===== src/hdl/evt_pkg.sv =====
// Shared types, widths and saturation helpers for the Euler vertex transform.
// Used by every module of the block; depends on nothing.
package evt_pkg;

	// Field widths of the vertex and of the rotation coefficients.
	localparam int POS_W     = 32;
	localparam int NORM_W    = 16;
	localparam int TRIG_W    = 16;
	localparam int TRIG_FRAC = TRIG_W - 2;

	// Configuration port widths.
	localparam int CFG_W     = (2 * TRIG_W > POS_W) ? 2 * TRIG_W : POS_W;
	localparam int CFG_IDX_W = 3;

	// Product, sum and post-shift widths of the rotation arithmetic.
	localparam int PPROD_W = POS_W + TRIG_W;
	localparam int PSUM_W  = PPROD_W + 1;
	localparam int PSH_W   = PSUM_W - TRIG_FRAC;
	localparam int NPROD_W = NORM_W + TRIG_W;
	localparam int NSUM_W  = NPROD_W + 1;
	localparam int NSH_W   = NSUM_W - TRIG_FRAC;

	// Register indexes of the configuration port.
	typedef enum logic [CFG_IDX_W-1:0] {
		REG_ROT_X  = 3'd0,
		REG_ROT_Y  = 3'd1,
		REG_ROT_Z  = 3'd2,
		REG_OFF_X  = 3'd3,
		REG_OFF_Y  = 3'd4,
		REG_OFF_Z  = 3'd5
	} cfg_idx_t;

	// Configuration register contents.
	typedef struct packed {
		logic [2*TRIG_W-1:0]      rot_x;
		logic [2*TRIG_W-1:0]      rot_y;
		logic [2*TRIG_W-1:0]      rot_z;
		logic signed [POS_W-1:0]  off_x;
		logic signed [POS_W-1:0]  off_y;
		logic signed [POS_W-1:0]  off_z;
	} cfg_t;

	// A whole vertex as it travels between stages.
	typedef struct packed {
		logic signed [POS_W-1:0]  px;
		logic signed [POS_W-1:0]  py;
		logic signed [POS_W-1:0]  pz;
		logic signed [NORM_W-1:0] nx;
		logic signed [NORM_W-1:0] ny;
		logic signed [NORM_W-1:0] nz;
		logic                     last;
	} vtx_t;

	// A vertex seen by one rotation: the rotated pair (a, b) and the kept axis k.
	typedef struct packed {
		logic signed [POS_W-1:0]  pa;
		logic signed [POS_W-1:0]  pb;
		logic signed [POS_W-1:0]  pk;
		logic signed [NORM_W-1:0] na;
		logic signed [NORM_W-1:0] nb;
		logic signed [NORM_W-1:0] nk;
		logic                     last;
	} rot_pair_t;

	// Reset value of a rotation register: cosine one, sine zero.
	localparam logic [2*TRIG_W-1:0] TRIG_RESET = {2'b01, {(2*TRIG_W-2){1'b0}}};

	// Saturate a shifted position sum to the position width.
	function automatic logic signed [POS_W-1:0] sat_pos(input logic signed [PSH_W-1:0] v);
		logic signed [POS_W-1:0] r;
		if ((&v[PSH_W-1:POS_W-1]) || !(|v[PSH_W-1:POS_W-1])) begin
			r = v[POS_W-1:0];
		end else if (v[PSH_W-1]) begin
			r = {1'b1, {(POS_W-1){1'b0}}};
		end else begin
			r = {1'b0, {(POS_W-1){1'b1}}};
		end
		return r;
	endfunction

	// Saturate a shifted normal sum to the normal width.
	function automatic logic signed [NORM_W-1:0] sat_norm(input logic signed [NSH_W-1:0] v);
		logic signed [NORM_W-1:0] r;
		if ((&v[NSH_W-1:NORM_W-1]) || !(|v[NSH_W-1:NORM_W-1])) begin
			r = v[NORM_W-1:0];
		end else if (v[NSH_W-1]) begin
			r = {1'b1, {(NORM_W-1){1'b0}}};
		end else begin
			r = {1'b0, {(NORM_W-1){1'b1}}};
		end
		return r;
	endfunction

	// Saturate a position plus offset, one bit wider than a position.
	function automatic logic signed [POS_W-1:0] sat_add(input logic signed [POS_W:0] v);
		logic signed [POS_W-1:0] r;
		if (v[POS_W] == v[POS_W-1]) begin
			r = v[POS_W-1:0];
		end else if (v[POS_W]) begin
			r = {1'b1, {(POS_W-1){1'b0}}};
		end else begin
			r = {1'b0, {(POS_W-1){1'b1}}};
		end
		return r;
	endfunction

endpackage


===== src/hdl/evt_cfg.sv =====
// Configuration register bank of the vertex transform.
// Depends on evt_pkg for the register indexes and the cfg_t layout.
module evt_cfg (
	input  logic                         clk,
	input  logic                         arst_n,
	input  logic                         wr_en,
	input  logic [evt_pkg::CFG_IDX_W-1:0] wr_index,
	input  logic [evt_pkg::CFG_W-1:0]     wr_data,
	output evt_pkg::cfg_t                cfg
);
	import evt_pkg::*;

	cfg_t cfg_q;

	// Decode the register index and capture the write; unknown indexes are ignored.
	always_ff @(posedge clk or negedge arst_n) begin
		if (!arst_n) begin
			cfg_q.rot_x <= TRIG_RESET;
			cfg_q.rot_y <= TRIG_RESET;
			cfg_q.rot_z <= TRIG_RESET;
			cfg_q.off_x <= '0;
			cfg_q.off_y <= '0;
			cfg_q.off_z <= '0;
		end else if (wr_en) begin
			unique case (cfg_idx_t'(wr_index))
				REG_ROT_X: cfg_q.rot_x <= wr_data[2*TRIG_W-1:0];
				REG_ROT_Y: cfg_q.rot_y <= wr_data[2*TRIG_W-1:0];
				REG_ROT_Z: cfg_q.rot_z <= wr_data[2*TRIG_W-1:0];
				REG_OFF_X: cfg_q.off_x <= wr_data[POS_W-1:0];
				REG_OFF_Y: cfg_q.off_y <= wr_data[POS_W-1:0];
				REG_OFF_Z: cfg_q.off_z <= wr_data[POS_W-1:0];
				default: begin
				end
			endcase
		end
	end

	assign cfg = cfg_q;

endmodule


===== config.mk =====
export PLATFORM = sky130hd
export DESIGN_NAME = evt_cfg
export DESIGN_NICKNAME = d
export VERILOG_FILES = /design/src/hdl/evt_pkg.sv /design/src/hdl/evt_cfg.sv
export SDC_FILE = /design/constraint.sdc
export NUM_CORES = 1
export LEC_CHECK = 0
export BUFFER_PORTS_ARGS = -buffer_cell sky130_fd_sc_hd__buf_2
export CAP_MARGIN = 20
export CORE_UTILIZATION = 46
export CTS_BUF_LIST = sky130_fd_sc_hd__clkbuf_16
export DETAILED_ROUTE_END_ITERATION = 16
export PLACE_DENSITY_LB_ADDON = 0.25
export SYNTH_ARGS = -nofsm -noshare
export SYNTH_HDL_FRONTEND = slang
export SYNTH_SLANG_ARGS = --single-unit

===== constraint.sdc =====
create_clock -name clk -period 0.8 [get_ports clk]
set_input_delay 0.16 -clock clk [delete_from_list [all_inputs] [get_ports clk]]
set_output_delay 0.16 -clock clk [all_outputs]
set_load 0.02 [all_outputs]

==> results.json <==
{
  "outcome": "finished with violations",
  "violations": "setup timing",
  "io_buffers": 229,
  "cellLeakagePower_nw": 6.62,
  "synth_top_cells_by_count": "dfrtp_1, mux2_2, mux2_1",
  "fin_setup_tns_ns": -102.81,
  "cp.required_ns": 0.64,
  "synth.cell_area_mm2": 0.00737,
  "hold_viol": 0,
  "core_area_mm2": 0.0154,
  "start_kind": "flop",
  "dpl.hpwl_mm": 12.0,
  "cp_cell_sequence": "buf_6",
  "grt_usage_pct": 32.7,
  "cp_top_family": "flip-flops",
  "maxSlewHeadroom_pct": 79.4,
  "finalWorstSetupSlack_ns": -0.473,
  "overflow": 0,
  "die_x_um": 129,
  "grt_max_degree": 39,
  "cts.reportedPaths.clkPinSlew_ns": 0.07,
  "synth.mux.area_fraction_pct": 30.9,
  "place_congestion": 0.787,
  "rows": 45,
  "synth-seq-cells": 192,
  "diodes": 0,
  "largest_reg_flops": 192,
  "clock-skew-final_ns": 0,
  "cts_sinks": 192,
  "total_power_mw": 37.4,
  "synth.yosys.seq_area_share_pct": 65.3,
  "ir_drop_uv": 1690,
  "cts_root_buffer": "clkbuf_16",
  "rsz0062_at_grt": "yes",
  "first_pass_iters": 5,
  "wire_per_inst_um": 25.9,
  "fin_crit_sh_pct": 159,
  "synth_compound_area_share_pct": 0,
  "drv_cap": 0,
  "setup_viol": 384,
  "fin_crit_ns": 1.27,
  "ys_types": 11,
  "cts_buffer_depth": 2,
  "finalNetCount": 873,
  "die_y_um": 129,
  "synthArstFlopShare_pct": 100,
  "yosys_most_used_dff": "dfrtp_1",
  "ant_nets": 0,
  "synth_top_family_by_area": "multiplexers",
  "max_freq_mhz": 786,
  "viasPerCell": 5.27,
  "clk-insertion-delay-late_ns": 0.43,
  "syn_to_final_growth_pct": 79.6,
  "grt_pass1_vias": 6152,
  "synth_fp_nets": 450,
  "yosys.area_share.simple_pct": 0.968,
  "die_area_mm2": 0.0165,
  "post-place-cells": 852,
  "htreeDepth": 4,
  "finalMaxSlewViolations": 0,
  "cp-end-kind": "output pin",
  "netlist.area_leader.share_pct": 64.2,
  "p_per_area_mw_per_mm2": 2830,
  "worst-path-buf-inv": 1,
  "crit_slowest_cell": "dfstp_2",
  "synth_xor_area_share_pct": 0,
  "initial_core_util_pct": 47.8,
  "ios": 230,
  "synth_edf_count": 0,
  "yosysTopAreaCell": "dfrtp_1",
  "finalNonFillerCells": 1059,
  "synth_area_leaders": "dfrtp_1, mux2_2, mux2_1, mux2_4, buf_8",
  "via_count": 5584,
  "grt_pass1_wl_mm": 38.5,
  "drtIter0Drc": 374,
  "wl_mm": 27.4,
  "worst_pin_slew_ns": 0.308,
  "drive_above_1_share_pct": 76.7,
  "synth_most_common_cell": "dfrtp_1",
  "max_stage_delay_ns": 0.56,
  "path_class": "reg2out",
  "n_fill_cell": 663,
  "yosys.area_share.adder_pct": 0,
  "crit_fanout": 2,
  "yosysWarnings": 0,
  "cts_buffers": 17,
  "crit_arrival_ns": 1.11,
  "tritoncts": "built",
  "hp-class": "in2reg",
  "antenna_found_initial": 0,
  "drc": 0,
  "syn-instance-count": 412,
  "syn-mean-instance-area_um2": 17.9
}
[through the flow]
stage                     utilization, %  setup WS (ns)  cell area, µm²  hold slack, ns
after global placement              60.4         -0.653            9330          0.0243
final                               85.8         -0.473           13200          0.0475
after CTS                           82.8         -0.474           12800          0.0294
after floorplan                        -         -0.509            7850          -0.136
after detailed placement            60.4         -0.710            9330          0.0240
after global routing                85.8         -0.497           13200          0.0390
[placed cells by master, fill, tap and decap left out, drive strengths merged]
master	n
dfstp	3
clkinv	8
bufinv	2
mux2	192
buf	424
dlygate4sd3	1
clkinvlp	2
nor4bb	3
clkbuf	18
nor4b	1
nand4b	2
inv	3
dfrtp	189
[cell type report]
type / instances / area (µm²) / area share [%]
Clock buffer: 17 / 425 / 3.22
Clock inverter: 15 / 130 / 0.983
Multi-Input combinational cell: 198 / 2970 / 22.4
Sequential cell: 192 / 4810 / 36.3
Tap cell: 211 / 264 / 2.00
Timing Repair Buffer: 426 / 4640 / 35.1
[routing by layer]
metal,vias up,GRT usage (%),wire length (µm)
li1,2301,-,-
met1,3010,40.6,10800
met2,223,54.9,14400
met3,50,7.86,1540
met4,0,14.0,727
met5,-,0,0
[path summary, 6_finish.rpt]
path	from	endpoint	slack [ns]	cells past startpoint
min	wr_data[25]	cfg[153]$_DFFE_PN0P_	0.05	2
min in group asynchronous	arst_n	cfg[38]$_DFFE_PN0P_	0.15	2
max	cfg[190]$_DFFE_PN1P_	cfg[190]	-0.47	1
min reg2reg	cfg[90]$_DFFE_PN0P_	cfg[90]$_DFFE_PN0P_	0.54	1
max in group asynchronous	arst_n	cfg[1]$_DFFE_PN0P_	0.09	3
max reg2reg	cfg[164]$_DFFE_PN0P_	cfg[164]$_DFFE_PN0P_	-0.24	3
[power breakdown]
| group | switching [mW] | internal (mW) |
|---|---|---|
| registers | 2.04 | 11.9 |
| logic | 5.99 | 9.16 |
| clock network | 3.82 | 4.53 |
| total | 11.9 | 25.6 |
[cells by family (layout without fill, tap and decap cells)]
| logic type | count (synthesis) | after routing |
|---|---|---|
| and+or+nand+nor | 6 | 6 |
| muxes | 192 | 192 |
| DFF | 192 | 192 |
| buffers and inverters | 22 | 458 |
[timing repair]
| action | 4_1_cts | 5_1_grt |
|---|---|---|
| pin swaps | 4 | 5 |
| hold buffers | 1 | 0 |
| gates cloned | 20 | 1 |
| endpoints found under the setup margin | 384 | 384 |
| buffers inserted | 112 | 92 |
| endpoints found under the hold margin | 189 | 0 |
| gates resized for setup | 491 | 109 |
No activity file was read; power rests on OpenSTA's default activity.
