$ cat config.mk
export PLATFORM = sky130hd
export DESIGN_NAME = evt_translate
export DESIGN_NICKNAME = d
export VERILOG_FILES = /design/src/hdl/evt_pkg.sv /design/src/hdl/evt_translate.sv
export SDC_FILE = /design/constraint.sdc
export NUM_CORES = 1
export LEC_CHECK = 0
export ABC_AREA = 1
export BUFFER_PORTS_ARGS = -buffer_cell sky130_fd_sc_hd__buf_2
export CAP_MARGIN = 25
export CORE_AREA = 8 8 181 183
export DETAILED_ROUTE_END_ITERATION = 8
export DIE_AREA = 0 0 189 191
export GPL_TIMING_DRIVEN = 0
export PLACE_DENSITY_LB_ADDON = 0.15
export SYNTH_ARGS = -nofsm -noshare
export SYNTH_HDL_FRONTEND = slang
export SYNTH_SLANG_ARGS = --single-unit
$ cat constraint.sdc
create_clock -name clk -period 7.7 [get_ports clk]
set_input_delay 0.77 -clock clk [delete_from_list [all_inputs] [get_ports clk]]
set_output_delay 0.77 -clock clk [all_outputs]
set_load 0.005 [all_outputs]
$ cat src/hdl/evt_pkg.sv
// Shared types, widths and saturation helpers for the Euler vertex transform.
// Used by every module of the block; depends on nothing.
package evt_pkg;

	// Field widths of the vertex and of the rotation coefficients.
	localparam int POS_W     = 32;
	localparam int NORM_W    = 16;
	localparam int TRIG_W    = 16;
	localparam int TRIG_FRAC = TRIG_W - 2;

	// Configuration port widths.
	localparam int CFG_W     = (2 * TRIG_W > POS_W) ? 2 * TRIG_W : POS_W;
	localparam int CFG_IDX_W = 3;

	// Product, sum and post-shift widths of the rotation arithmetic.
	localparam int PPROD_W = POS_W + TRIG_W;
	localparam int PSUM_W  = PPROD_W + 1;
	localparam int PSH_W   = PSUM_W - TRIG_FRAC;
	localparam int NPROD_W = NORM_W + TRIG_W;
	localparam int NSUM_W  = NPROD_W + 1;
	localparam int NSH_W   = NSUM_W - TRIG_FRAC;

	// Register indexes of the configuration port.
	typedef enum logic [CFG_IDX_W-1:0] {
		REG_ROT_X  = 3'd0,
		REG_ROT_Y  = 3'd1,
		REG_ROT_Z  = 3'd2,
		REG_OFF_X  = 3'd3,
		REG_OFF_Y  = 3'd4,
		REG_OFF_Z  = 3'd5
	} cfg_idx_t;

	// Configuration register contents.
	typedef struct packed {
		logic [2*TRIG_W-1:0]      rot_x;
		logic [2*TRIG_W-1:0]      rot_y;
		logic [2*TRIG_W-1:0]      rot_z;
		logic signed [POS_W-1:0]  off_x;
		logic signed [POS_W-1:0]  off_y;
		logic signed [POS_W-1:0]  off_z;
	} cfg_t;

	// A whole vertex as it travels between stages.
	typedef struct packed {
		logic signed [POS_W-1:0]  px;
		logic signed [POS_W-1:0]  py;
		logic signed [POS_W-1:0]  pz;
		logic signed [NORM_W-1:0] nx;
		logic signed [NORM_W-1:0] ny;
		logic signed [NORM_W-1:0] nz;
		logic                     last;
	} vtx_t;

	// A vertex seen by one rotation: the rotated pair (a, b) and the kept axis k.
	typedef struct packed {
		logic signed [POS_W-1:0]  pa;
		logic signed [POS_W-1:0]  pb;
		logic signed [POS_W-1:0]  pk;
		logic signed [NORM_W-1:0] na;
		logic signed [NORM_W-1:0] nb;
		logic signed [NORM_W-1:0] nk;
		logic                     last;
	} rot_pair_t;

	// Reset value of a rotation register: cosine one, sine zero.
	localparam logic [2*TRIG_W-1:0] TRIG_RESET = {2'b01, {(2*TRIG_W-2){1'b0}}};

	// Saturate a shifted position sum to the position width.
	function automatic logic signed [POS_W-1:0] sat_pos(input logic signed [PSH_W-1:0] v);
		logic signed [POS_W-1:0] r;
		if ((&v[PSH_W-1:POS_W-1]) || !(|v[PSH_W-1:POS_W-1])) begin
			r = v[POS_W-1:0];
		end else if (v[PSH_W-1]) begin
			r = {1'b1, {(POS_W-1){1'b0}}};
		end else begin
			r = {1'b0, {(POS_W-1){1'b1}}};
		end
		return r;
	endfunction

	// Saturate a shifted normal sum to the normal width.
	function automatic logic signed [NORM_W-1:0] sat_norm(input logic signed [NSH_W-1:0] v);
		logic signed [NORM_W-1:0] r;
		if ((&v[NSH_W-1:NORM_W-1]) || !(|v[NSH_W-1:NORM_W-1])) begin
			r = v[NORM_W-1:0];
		end else if (v[NSH_W-1]) begin
			r = {1'b1, {(NORM_W-1){1'b0}}};
		end else begin
			r = {1'b0, {(NORM_W-1){1'b1}}};
		end
		return r;
	endfunction

	// Saturate a position plus offset, one bit wider than a position.
	function automatic logic signed [POS_W-1:0] sat_add(input logic signed [POS_W:0] v);
		logic signed [POS_W-1:0] r;
		if (v[POS_W] == v[POS_W-1]) begin
			r = v[POS_W-1:0];
		end else if (v[POS_W]) begin
			r = {1'b1, {(POS_W-1){1'b0}}};
		end else begin
			r = {1'b0, {(POS_W-1){1'b1}}};
		end
		return r;
	endfunction

endpackage

$ cat src/hdl/evt_translate.sv
// Final stage: adds the configured offset to the position with saturation.
// Depends on evt_pkg for vtx_t, cfg_t and sat_add.
module evt_translate (
	input  logic          clk,
	input  logic          arst_n,
	input  evt_pkg::cfg_t cfg,
	input  logic          up_valid,
	input  evt_pkg::vtx_t up_vtx,
	output logic          up_stall,
	output logic          dn_valid,
	output evt_pkg::vtx_t dn_vtx,
	input  logic          dn_stall
);
	import evt_pkg::*;

	logic            en_s1;
	logic            v_s1;
	vtx_t            vtx_s1;
	logic [POS_W:0]  sum_x, sum_y, sum_z;

	assign en_s1    = !v_s1 || !dn_stall;
	assign up_stall = !en_s1;

	// Position plus offset, one bit wider so that overflow can be seen.
	assign sum_x = (POS_W+1)'(up_vtx.px) + (POS_W+1)'(cfg.off_x);
	assign sum_y = (POS_W+1)'(up_vtx.py) + (POS_W+1)'(cfg.off_y);
	assign sum_z = (POS_W+1)'(up_vtx.pz) + (POS_W+1)'(cfg.off_z);

	// Output register; the normal and the last flag pass unchanged.
	always_ff @(posedge clk or negedge arst_n) begin
		if (!arst_n) begin
			v_s1 <= 1'b0;
		end else if (en_s1) begin
			v_s1 <= up_valid;
		end
	end

	always_ff @(posedge clk) begin
		if (en_s1) begin
			vtx_s1.px   <= sat_add(sum_x);
			vtx_s1.py   <= sat_add(sum_y);
			vtx_s1.pz   <= sat_add(sum_z);
			vtx_s1.nx   <= up_vtx.nx;
			vtx_s1.ny   <= up_vtx.ny;
			vtx_s1.nz   <= up_vtx.nz;
			vtx_s1.last <= up_vtx.last;
		end
	end

	assign dn_valid = v_s1;
	assign dn_vtx   = vtx_s1;

endmodule

==> results.tsv, run 1 <==
metric	value	unit
syn avg cell area	7.44	µm²
# Max-Cap Violations	0	
core area	30000	µm²
Peak supply drop	153	µV
synth warn	0	
Max clock buf depth	2	
Fill cells	3035	
DR vias/cell	4.77	
leakage	8.22	nW
CTS resizes	0	
fmax	323	MHz
Post-Synth Simple-Gate Area	33.2	%
count leader, synth	nand2_1	
critical path arrival	2.33	ns
Final Hold Vio Count	0	
Worst path depth	5	
GR Overflow Total	0	
routed vias	11700	
vias in the first global route	11500	
reg2reg path depth	5	
worst r2r src	dn_valid	
clk_skew	0.0138	ns
share of the synthesized area in the top cell type	36.1	%
# port buffers	391	
Pwr per Cell Area	199	nW/µm²
Tcrit/Tclk final	40.3	%
Slew Viols, Final	0	
Seq cells post-synth	146	
Setup Fix Bufs, Post-CTS	0	
num ports	488	
Worst path most repeated cell	buf_16	
Worst Path Required	6.93	ns
initial DRC count	591	
Synth Area in Adders	10.4	%
CTS Root Cell	clkbuf_16	
# hold bufs at CTS	0	
Synth area leaders	edfxtp_1, nand2_1, ha_1, inv_1, nor2_1	
Syn Std Cell Area	12100	µm²
Synth Area in Compound Gates	8.32	%
Synth async-reset ratio	0.685	%
Top FF cell, synth	edfxtp_1	
Bufs and invs on worst path	4	
fraction of layout cells with a size suffix above 1	26.3	%
CP delay by family, top	buffers and inverters	
post-synthesis mux area share	0	%
Post-synth EDFFs	145	
largest family of logic cells by synthesized area	simple AND/OR/NAND/NOR gates	
Crit Path Max Fanout	65	
outcome	finished, final reports clean	
drt pass-1 iters	5	
die height	191	µm
startpoint types	register	
TritonCTS clock tree	yes	
setup TNS	0	ns
Worst Hold Class	in2async	
CTS clock-pin slew for the worst setup and hold paths	0.06	ns
Worst Setup SP	dn_valid	
register area share after synthesis	36.3	%
Worst Hold Slack	0.107	ns
clk sinks	146	
Setup violations, final	0	
pin count of the biggest net entering global routing	66	
most frequent cells after synthesis	nand2_1, inv_1, nor2_1, edfxtp_1, ha_1	
Final Util	50.5	%
Mapped Nets	2063	
Yosys cell types	31	
multi-input gate area in the final layout	6790	µm²
FF+latch area	4380	µm²
GPL Wtd Cong	0.907	
Final nets	2475	
Slowest-stage cell, CP	nand2_4	
post-synth top area cell	edfxtp_1	
Layout Area Growth over Synthesis	25.7	%
Die Area	36100	µm²
DRT Wirelength	41.1	mm
first-pass GRT wire length	62.8	mm
Worst-Skew Late Latency	0.44	ns
detailed-route wire length per cell	16.8	µm
CP Capture Type	output pin	
Worst Tran Pin Value	0.624	ns
Max stage delay on crit path	0.49	ns
DRC	0	
post-layout min period	3.10	ns
Rel. slew slack	58.4	%
CP Class	reg2out	
Synth Area in XOR/XNOR	4.21	%
crit path cell chain	nand2_4, buf_16, buf_16, inv_1, buf_2	
initial core utilization	40.2	%
htree depth	4	
Detail Route Antenna Nets	0	
Die Wd	189	µm
Row Count	64	
initial antenna violation count	3	
RSZ-0062 raised after global routing	false	
clock buffer count from CTS	17	
synthesized instance count	1623	
GRT Resource Usage Total	22.2	%
Final HPWL DP	35.3	mm
through the flow:
step	setup WS, ns	cell area [µm²]	power (W)	instances
3_3_place_gp	0.440	14500	0.00219	2410
5_1_grt	4.44	15200	0.00320	2445
2_1_floorplan	2.81	12100	0.00177	1623
3_5_place_dp	4.53	14600	0.00219	2412
4_1_cts	4.50	15200	0.00305	2444
6_report	4.60	15200	0.00301	2445
final cells by class:
cell class / instances / share of cell area (%)
Multi-Input combinational cell: 1265 / 44.7
Tap cell: 396 / 3.27
Buffer: 15 / 1.11
Antenna cell: 1 / 0.0165
Clock inverter: 15 / 1.06
Sequential cell: 146 / 28.9
Timing Repair Buffer: 393 / 13.3
Inverter: 197 / 4.87
Clock buffer: 17 / 2.80
cell usage in the layout (no fill, tap or decap), types with 2 or more instances in the layout:
cell / instances
inv_6: 6
fa_1: 3
clkinv_4: 2
inv_2: 4
edfxtp_1: 145
clkbuf_16: 17
nand3_1: 47
nand3_4: 2
inv_8: 4
nor2_8: 3
nand2_1: 649
nand2_2: 40
nand2_4: 11
a21oi_2: 4
nor2_1: 146
o21bai_1: 23
nand3b_1: 24
xor2_1: 48
o21ai_2: 27
ha_1: 96
nor3_1: 3
or2_1: 3
xnor2_1: 10
nor4_1: 3
o21ai_0: 16
buf_6: 15
clkinvlp_4: 2
buf_16: 2
nand3_2: 4
inv_1: 193
and2_1: 3
a21oi_1: 95
nor2_4: 2
buf_2: 391
flip-flops by register name (all words and copies together), names as in the netlist:
register / flops
dn_vtx: 145
dn_valid: 1
where the power goes:
part | switching (W) | leakage (nW) | internal (W) | total [W]
clock network | 0.000383 | 0.284 | 0.000461 | 0.000843
registers | 0.0000433 | 1.47 | 0.00106 | 0.00111
logic | 0.000648 | 6.47 | 0.000416 | 0.00106
cell families (layout without fill, tap and decap cells):
| group | Yosys count | after routing |
|---|---|---|
| compound gates | 166 | 166 |
| other cells | 0 | 1 |
| xor+xnor | 58 | 58 |
| fa+ha+maj | 99 | 99 |
| buf+inv | 212 | 637 |
| flops | 146 | 146 |
| simple gates | 942 | 942 |
worst reg2reg max path, cell delays in order, from the launching register on:
cell	delay, ns
dfrtp_1	0.45
nand2_4	0.49
buf_16	0.32
buf_16	0.34
inv_1	0.16
or2_2	0.30
metal layers:
metal  up-vias  track usage, %  wire (µm)
met5         -               0         27
met4         4            5.29        474
met3        27            4.43       2760
met2       386            38.2      19700
met1      5196            28.2      18100
li1       6039               -          -
path summary, 6_finish.rpt:
kind | slack, ns | end
max in group asynchronous | 7.51 | dn_valid
min in group clk | 0.50 | dn_vtx[11]
min | 0.11 | dn_valid
max reg2reg | 5.53 | dn_valid
min reg2reg | 1.13 | dn_vtx[5]
max | 4.60 | up_stall
No activity file was read; power rests on OpenSTA's default activity.
==> run 2: changes to the inputs <==
ABC_AREA = 0   (was 1)
CORE_AREA = 8 8 186 188   (was 8 8 181 183)
DIE_AREA = 0 0 194 196   (was 0 0 189 191)
clock period = 2.64 ns   (was 7.7 ns; I/O delays follow)
==> results.tsv, run 2 <==
metric	value	unit
register area share after synthesis	44.2	%
post-layout min period	2.74	ns
P_sw	0.00304	W
Yosys cell types	67	
DRT Wirelength	36.1	mm
Tcrit/Tclk final	104	%
Top FF cell, synth	edfxtp_1	
DR vias/cell	4.99	
startpoint types	primary input	
TritonCTS clock tree	yes	
Cells after DPL	1737	
Worst-Skew Late Latency	0.43	ns
most frequent cells in the layout	buf_2, edfxtp_1, ha_1, a21oi_1, a21o_1	
Fill cells	3048	
GR Overflow Total	0	
min-delay src	up_vtx[24]	
vias in the first global route	9723	
Pint	0.00633	W
sequential group share of total power	34.4	%
Worst Path Required	2.81	ns
Final Hold Vio Count	0	
Sw Ratio	32.4	%
fmax	365	MHz
Max stage delay on crit path	0.33	ns
drt pass-1 iters	5	
Detail Route Antenna Nets	0	
CTS Root Cell	clkbuf_16	
first-pass GRT wire length	55.0	mm
R2R Path End	dn_vtx[76]	
synthesized instance count	937	
Combinational Power Share	37.8	%
Die Area	38000	µm²
most frequent cells after synthesis	edfxtp_1, a21oi_1, ha_1, o21ai_0, a21o_1	
clk_skew	0.00961	ns
Synth async-reset ratio	0.685	%
DRC	0	
GPL Wtd Cong	0.881	
Max clock buf depth	2	
CP Class	in2reg	
Row Count	66	
reg2reg path depth	2	
syn avg cell area	10.6	µm²
Die Wd	194	µm
Worst Hold Class	in2reg	
Final WS setup	-0.0983	ns
pin count of the biggest net entering global routing	89	
CP Capture Type	register	
Layout Area Growth over Synthesis	53.6	%
num ports	488	
# port buffers	391	
clk sinks	146	
post-synth top area cell	edfxtp_1	
Syn Std Cell Area	9920	µm²
initial DRC count	370	
Seq cells post-synth	146	
Synth area leaders	edfxtp_1, ha_1, a21oi_1, xnor2_1, a21o_1	
Final nets	1893	
share of the synthesized area in the top cell type	43.9	%
Worst path most repeated cell	buf_6	
routed vias	9353	
initial core utilization	31.1	%
Slew Viols, Final	0	
critical path arrival	2.91	ns
Pwr per Cell Area	615	nW/µm²
Final HPWL DP	27.6	mm
detailed-route wire length per cell	19.2	µm
RSZ-0062 raised after global routing	true	
post-route insts no fill	1875	
GRT Resource Usage Total	18.2	%
count leader, synth	edfxtp_1	
Worst Tran Pin Value	0.517	ns
die height	196	µm
Peak supply drop	406	µV
outcome	finished with violations	
htree depth	4	
Slowest-stage cell, CP	o31a_1	
Rel. slew slack	65.3	%
Mapped Nets	1377	
hold path endpoint	dn_vtx[24]	
worst r2r src	dn_valid	
Crit Path Max Fanout	5	
crit path cell chain	buf_6, ha_4, inv_2, fa_2, nor2b_2, o211ai_1, buf_4, a211oi_4, o31a_1, o211ai_1, a31oi_2, nand2_1, a31oi_4, buf_6, buf_6, maj3_2	
setup slack, reg-to-reg	0.95	ns
Post-synth EDFFs	145	
max reg flops	145	
synth warn	0	
most common cell after layout, fill and taps aside	buf_2	
clock buffer count from CTS	17	
initial antenna violation count	0	
total power	0.00936	W
hold path cells	1	
leakage	6.69	nW
core area	31900	µm²
Clk pwr share	27.8	%
fraction of layout cells with a size suffix above 1	45.6	%
# Max-Cap Violations	0	
failing checks	setup timing	
Final Util	47.8	%
Setup violations, final	67	
CTS clock-pin slew for the worst setup and hold paths	0.07	ns
[run 2: how the worst max path moves through the flow]
stage	from	end	slack [ns]	cells past startpoint
finish	up_vtx[113]	dn_vtx[125]	-0.1	16
global route	up_vtx[113]	dn_vtx[130]	-0.18	17
CTS	up_vtx[113]	dn_vtx[118]	-0.02	16
detailed placement	up_vtx[85]	dn_vtx[111]	-0.99	13
global placement	up_vtx[85]	dn_vtx[105]	-1.01	13
floorplan	cfg[0]	dn_vtx[74]	-0.36	15
[run 2: layout make-up]
type	count	area, µm²	area share, %
Inverter	27	101	0.666
Timing Repair Buffer	498	3130	20.5
Multi-Input combinational cell	741	6290	41.3
Buffer	22	213	1.40
Clock inverter	14	178	1.17
Sequential cell	146	4380	28.8
Tap cell	408	510	3.35
Antenna cell	1	2.50	0.0164
Clock buffer	18	429	2.82
[run 2: power by group through the flow]
stage,combinational (W),clock (W),sequential [W]
final,0.00354,0.00260,0.00322
after global routing,0.00385,0.00274,0.00326
after CTS,0.00321,0.00267,0.00323
after detailed placement,0.00282,0,0.00327
after global placement,0.00280,0,0.00329
after floorplan,0.00162,0,0.00333
[run 2: logic make-up (layout without fill, tap and decap cells)]
logic type / after synthesis / count (layout) / synth area share [%]
mux: 1 / 1 / 0.139
xor+xnor: 87 / 87 / 7.84
fa+ha+maj: 110 / 110 / 13.8
other cells: 0 / 1 / 0
buf+inv: 50 / 579 / 2.17
flops: 146 / 146 / 44.2
simple gates: 184 / 184 / 9.20
compound gates: 359 / 359 / 22.7
[run 2: layer usage]
metal,part of all wire (%),global-route usage (%),vias up
li1,-,-,4623
met1,44,22.8,4400
met2,49,30.8,294
met3,5.5,4.63,36
met4,1.7,4.47,0
met5,0,0,-
[run 2: per-stage QoR]
step	cell area [µm²]	hold slack, ns	TNS [ns]	setup WS (ns)
2_1_floorplan	10300	-0.0316	-14.64	-0.360
3_3_place_gp	12700	0.0411	-202.43	-1.01
3_5_place_dp	12800	0.0454	-79.09	-0.993
4_1_cts	14500	0.000613	-0.0491	-0.0217
5_1_grt	15200	0.00221	-10.56	-0.176
6_report	15200	0.0241	-2.99	-0.0983
[run 2: repair_timing]
action / in CTS / in global routing
buffers inserted: 35 / 16
hold endpoints to repair: 46 / 1
pin swaps: 46 / 32
hold buffers: 46 / 1
cloned: 4 / 4
gates resized for setup: 61 / 112
endpoints found under the setup margin: 96 / 94
[run 2: worst max-delay path, delay by kind of cell]
kind / cells / cell delay, ns
AO/OA/AOI/OAI: 6 / 1.19
adder cells (fa/ha/maj): 3 / 0.67
buffers and inverters: 5 / 0.60
AND/OR/NAND/NOR: 2 / 0.19
==> run 3: changes to the inputs <==
BUFFER_PORTS_ARGS = not set   (was -buffer_cell sky130_fd_sc_hd__buf_2)
CORE_AREA = 8 8 184 186   (was 8 8 186 188)
DIE_AREA = 0 0 192 194   (was 0 0 194 196)
DONT_BUFFER_PORTS = 1   (was not set)
clock period = 3 ns   (was 2.64 ns; I/O delays follow)
==> results.tsv, run 3 (synthesized netlist as in run 2, its figures left out) <==
metric	value	unit
Detail Route Antenna Nets	0	
Slowest-stage cell, CP	a311o_1	
# Max-Cap Violations	0	
Worst Tran Pin Value	0.603	ns
Worst Hold Class	in2async	
fmax	342	MHz
Slew Viols, Final	0	
DR vias/cell	5.36	
GRT Resource Usage Total	16.8	%
Fill cells	3075	
max reg flops	145	
clock buffer count from CTS	17	
Max stage delay on crit path	0.37	ns
most common cell after layout, fill and taps aside	edfxtp_1	
RSZ-0062 raised after global routing	true	
pin count of the biggest net entering global routing	104	
P_sw	0.00226	W
Max clock buf depth	2	
Worst Path Required	3.17	ns
Die Area	37200	µm²
Pint	0.00477	W
crit path cell chain	ha_2, a21o_1, a311o_1, a21o_1, a221o_1, nor3_4, a21oi_4, a311oi_2, mux2i_4, buf_4, maj3_1	
Worst-Skew Late Latency	0.42	ns
GR Overflow Total	0	
DRT Wirelength	33.2	mm
core area	31100	µm²
CTS clock-pin slew for the worst setup and hold paths	0.07	ns
TritonCTS clock tree	yes	
Final nets	1458	
Combinational Power Share	26.0	%
# port buffers	0	
num ports	488	
Pwr per Cell Area	590	nW/µm²
detailed-route wire length per cell	23.2	µm
CP Capture Type	register	
routed vias	7671	
Worst Hold Slack	0.0853	ns
Peak supply drop	353	µV
drt pass-1 iters	4	
die height	194	µm
Setup violations, final	0	
Die Wd	192	µm
Layout Area Growth over Synthesis	20.2	%
clk sinks	146	
post-route insts no fill	1432	
startpoint types	primary input	
htree depth	4	
ANT cells	0	
initial core utilization	31.9	%
CP Class	in2reg	
initial DRC count	346	
CTS Root Cell	clkbuf_16	
Final HPWL DP	26.8	mm
DRC	0	
GPL Wtd Cong	0.869	
outcome	finished, final reports clean	
post-layout min period	2.92	ns
first-pass GRT wire length	48.0	mm
Rel. slew slack	59.3	%
most frequent cells in the layout	edfxtp_1, a21oi_1, ha_1, o21ai_0, a21o_1	
Row Count	65	
clk_skew	0.00891	ns
Final Util	38.4	%
vias in the first global route	8045	
Crit Path Max Fanout	5	
leakage	4.69	nW
dpl ws	-0.830	ns
fraction of layout cells with a size suffix above 1	10.7	%
initial antenna violation count	4	
sequential group share of total power	43.0	%
Sw Ratio	32.1	%
critical path arrival	3.09	ns
Worst path most repeated cell	a21o_1	
Cells after DPL	1340	
Final WS setup	0.0776	ns
Clk pwr share	31.0	%
Tcrit/Tclk final	97.4	%
Final Hold Vio Count	0	
[run 3: cell count changes in the layout (fill, tap and decap cells not counted), moves of 9 or more]
cell,delta
ha_4,-11
maj3_1,+9
buf_4,-26
a21oi_2,-33
o21ai_0,+33
o21ai_2,-32
buf_2,-379
maj3_2,-9
a21oi_1,+35
buf_6,-17
ha_1,+13
[run 3: layout make-up]
| type | count | area, µm² | share of cell area [%] |
|---|---|---|---|
| clock buffers | 17 | 425 | 3.57 |
| plain buffers | 23 | 134 | 1.12 |
| clock inverters | 14 | 155 | 1.30 |
| flip-flops and latches | 146 | 4380 | 36.8 |
| well taps | 402 | 503 | 4.22 |
| repair buffers | 62 | 611 | 5.12 |
| inverters | 27 | 101 | 0.851 |
| multi-input cells | 741 | 5610 | 47.1 |
[run 3: worst paths after layout]
kind | cells after the start | to | startpoint | slack (ns)
setup / recovery | 11 | dn_vtx[92] | cfg[49] | 0.08
hold / removal | 1 | dn_valid | arst_n | 0.09
setup reg to reg | 2 | dn_vtx[58] | dn_valid | 1.27
hold reg to reg | 1 | dn_vtx[83] | dn_valid | 1.01
max in group asynchronous | 1 | dn_valid | arst_n | 2.81
min in group clk | 1 | dn_valid | up_valid | 0.09
[run 3: stage by stage]
step	setup TNS [ns]	power (W)	area [µm²]
2_1_floorplan	0	0.00421	9970
3_3_place_gp	-132.47	0.00476	10500
3_5_place_dp	-61.08	0.00475	10500
4_1_cts	0	0.00706	11700
5_1_grt	-0.131	0.00745	11900
6_report	0	0.00703	11900
[run 3: power by group through the flow]
stage / Combinational, W / Sequential, W / Clock (W)
floorplan: 0.00127 / 0.00293 / 0
global placement: 0.00166 / 0.00311 / 0
detailed placement: 0.00167 / 0.00308 / 0
CTS: 0.00178 / 0.00305 / 0.00224
global route: 0.00204 / 0.00307 / 0.00234
finish: 0.00183 / 0.00302 / 0.00218
[run 3: routing by layer]
layer  up-vias  GRT usage [%]  wire, µm
li1       3739              -         -
met1      3584           17.8     12900
met2       315           29.5     16300
met3        25           8.02      3660
met4         8           3.99       380
met5         -              0        47
[run 3: what timing repair did]
action / in CTS / in global routing
setup endpoints to repair: 83 / 77
endpoints found under the hold margin: 50 / 0
pin swaps: 4 / 10
hold buffers: 50 / 0
resized for setup: 19 / 32
buffers inserted: 7 / 4
[run 3: critical path, delay by kind of cell]
| family | cells | cell delay (ns) |
|---|---|---|
| AO/OA/AOI/OAI | 6 | 1.54 |
| AND/OR/NAND/NOR | 1 | 0.23 |
| multiplexers | 1 | 0.18 |
| buffers and inverters | 1 | 0.19 |
| adder cells (fa/ha/maj) | 2 | 0.65 |
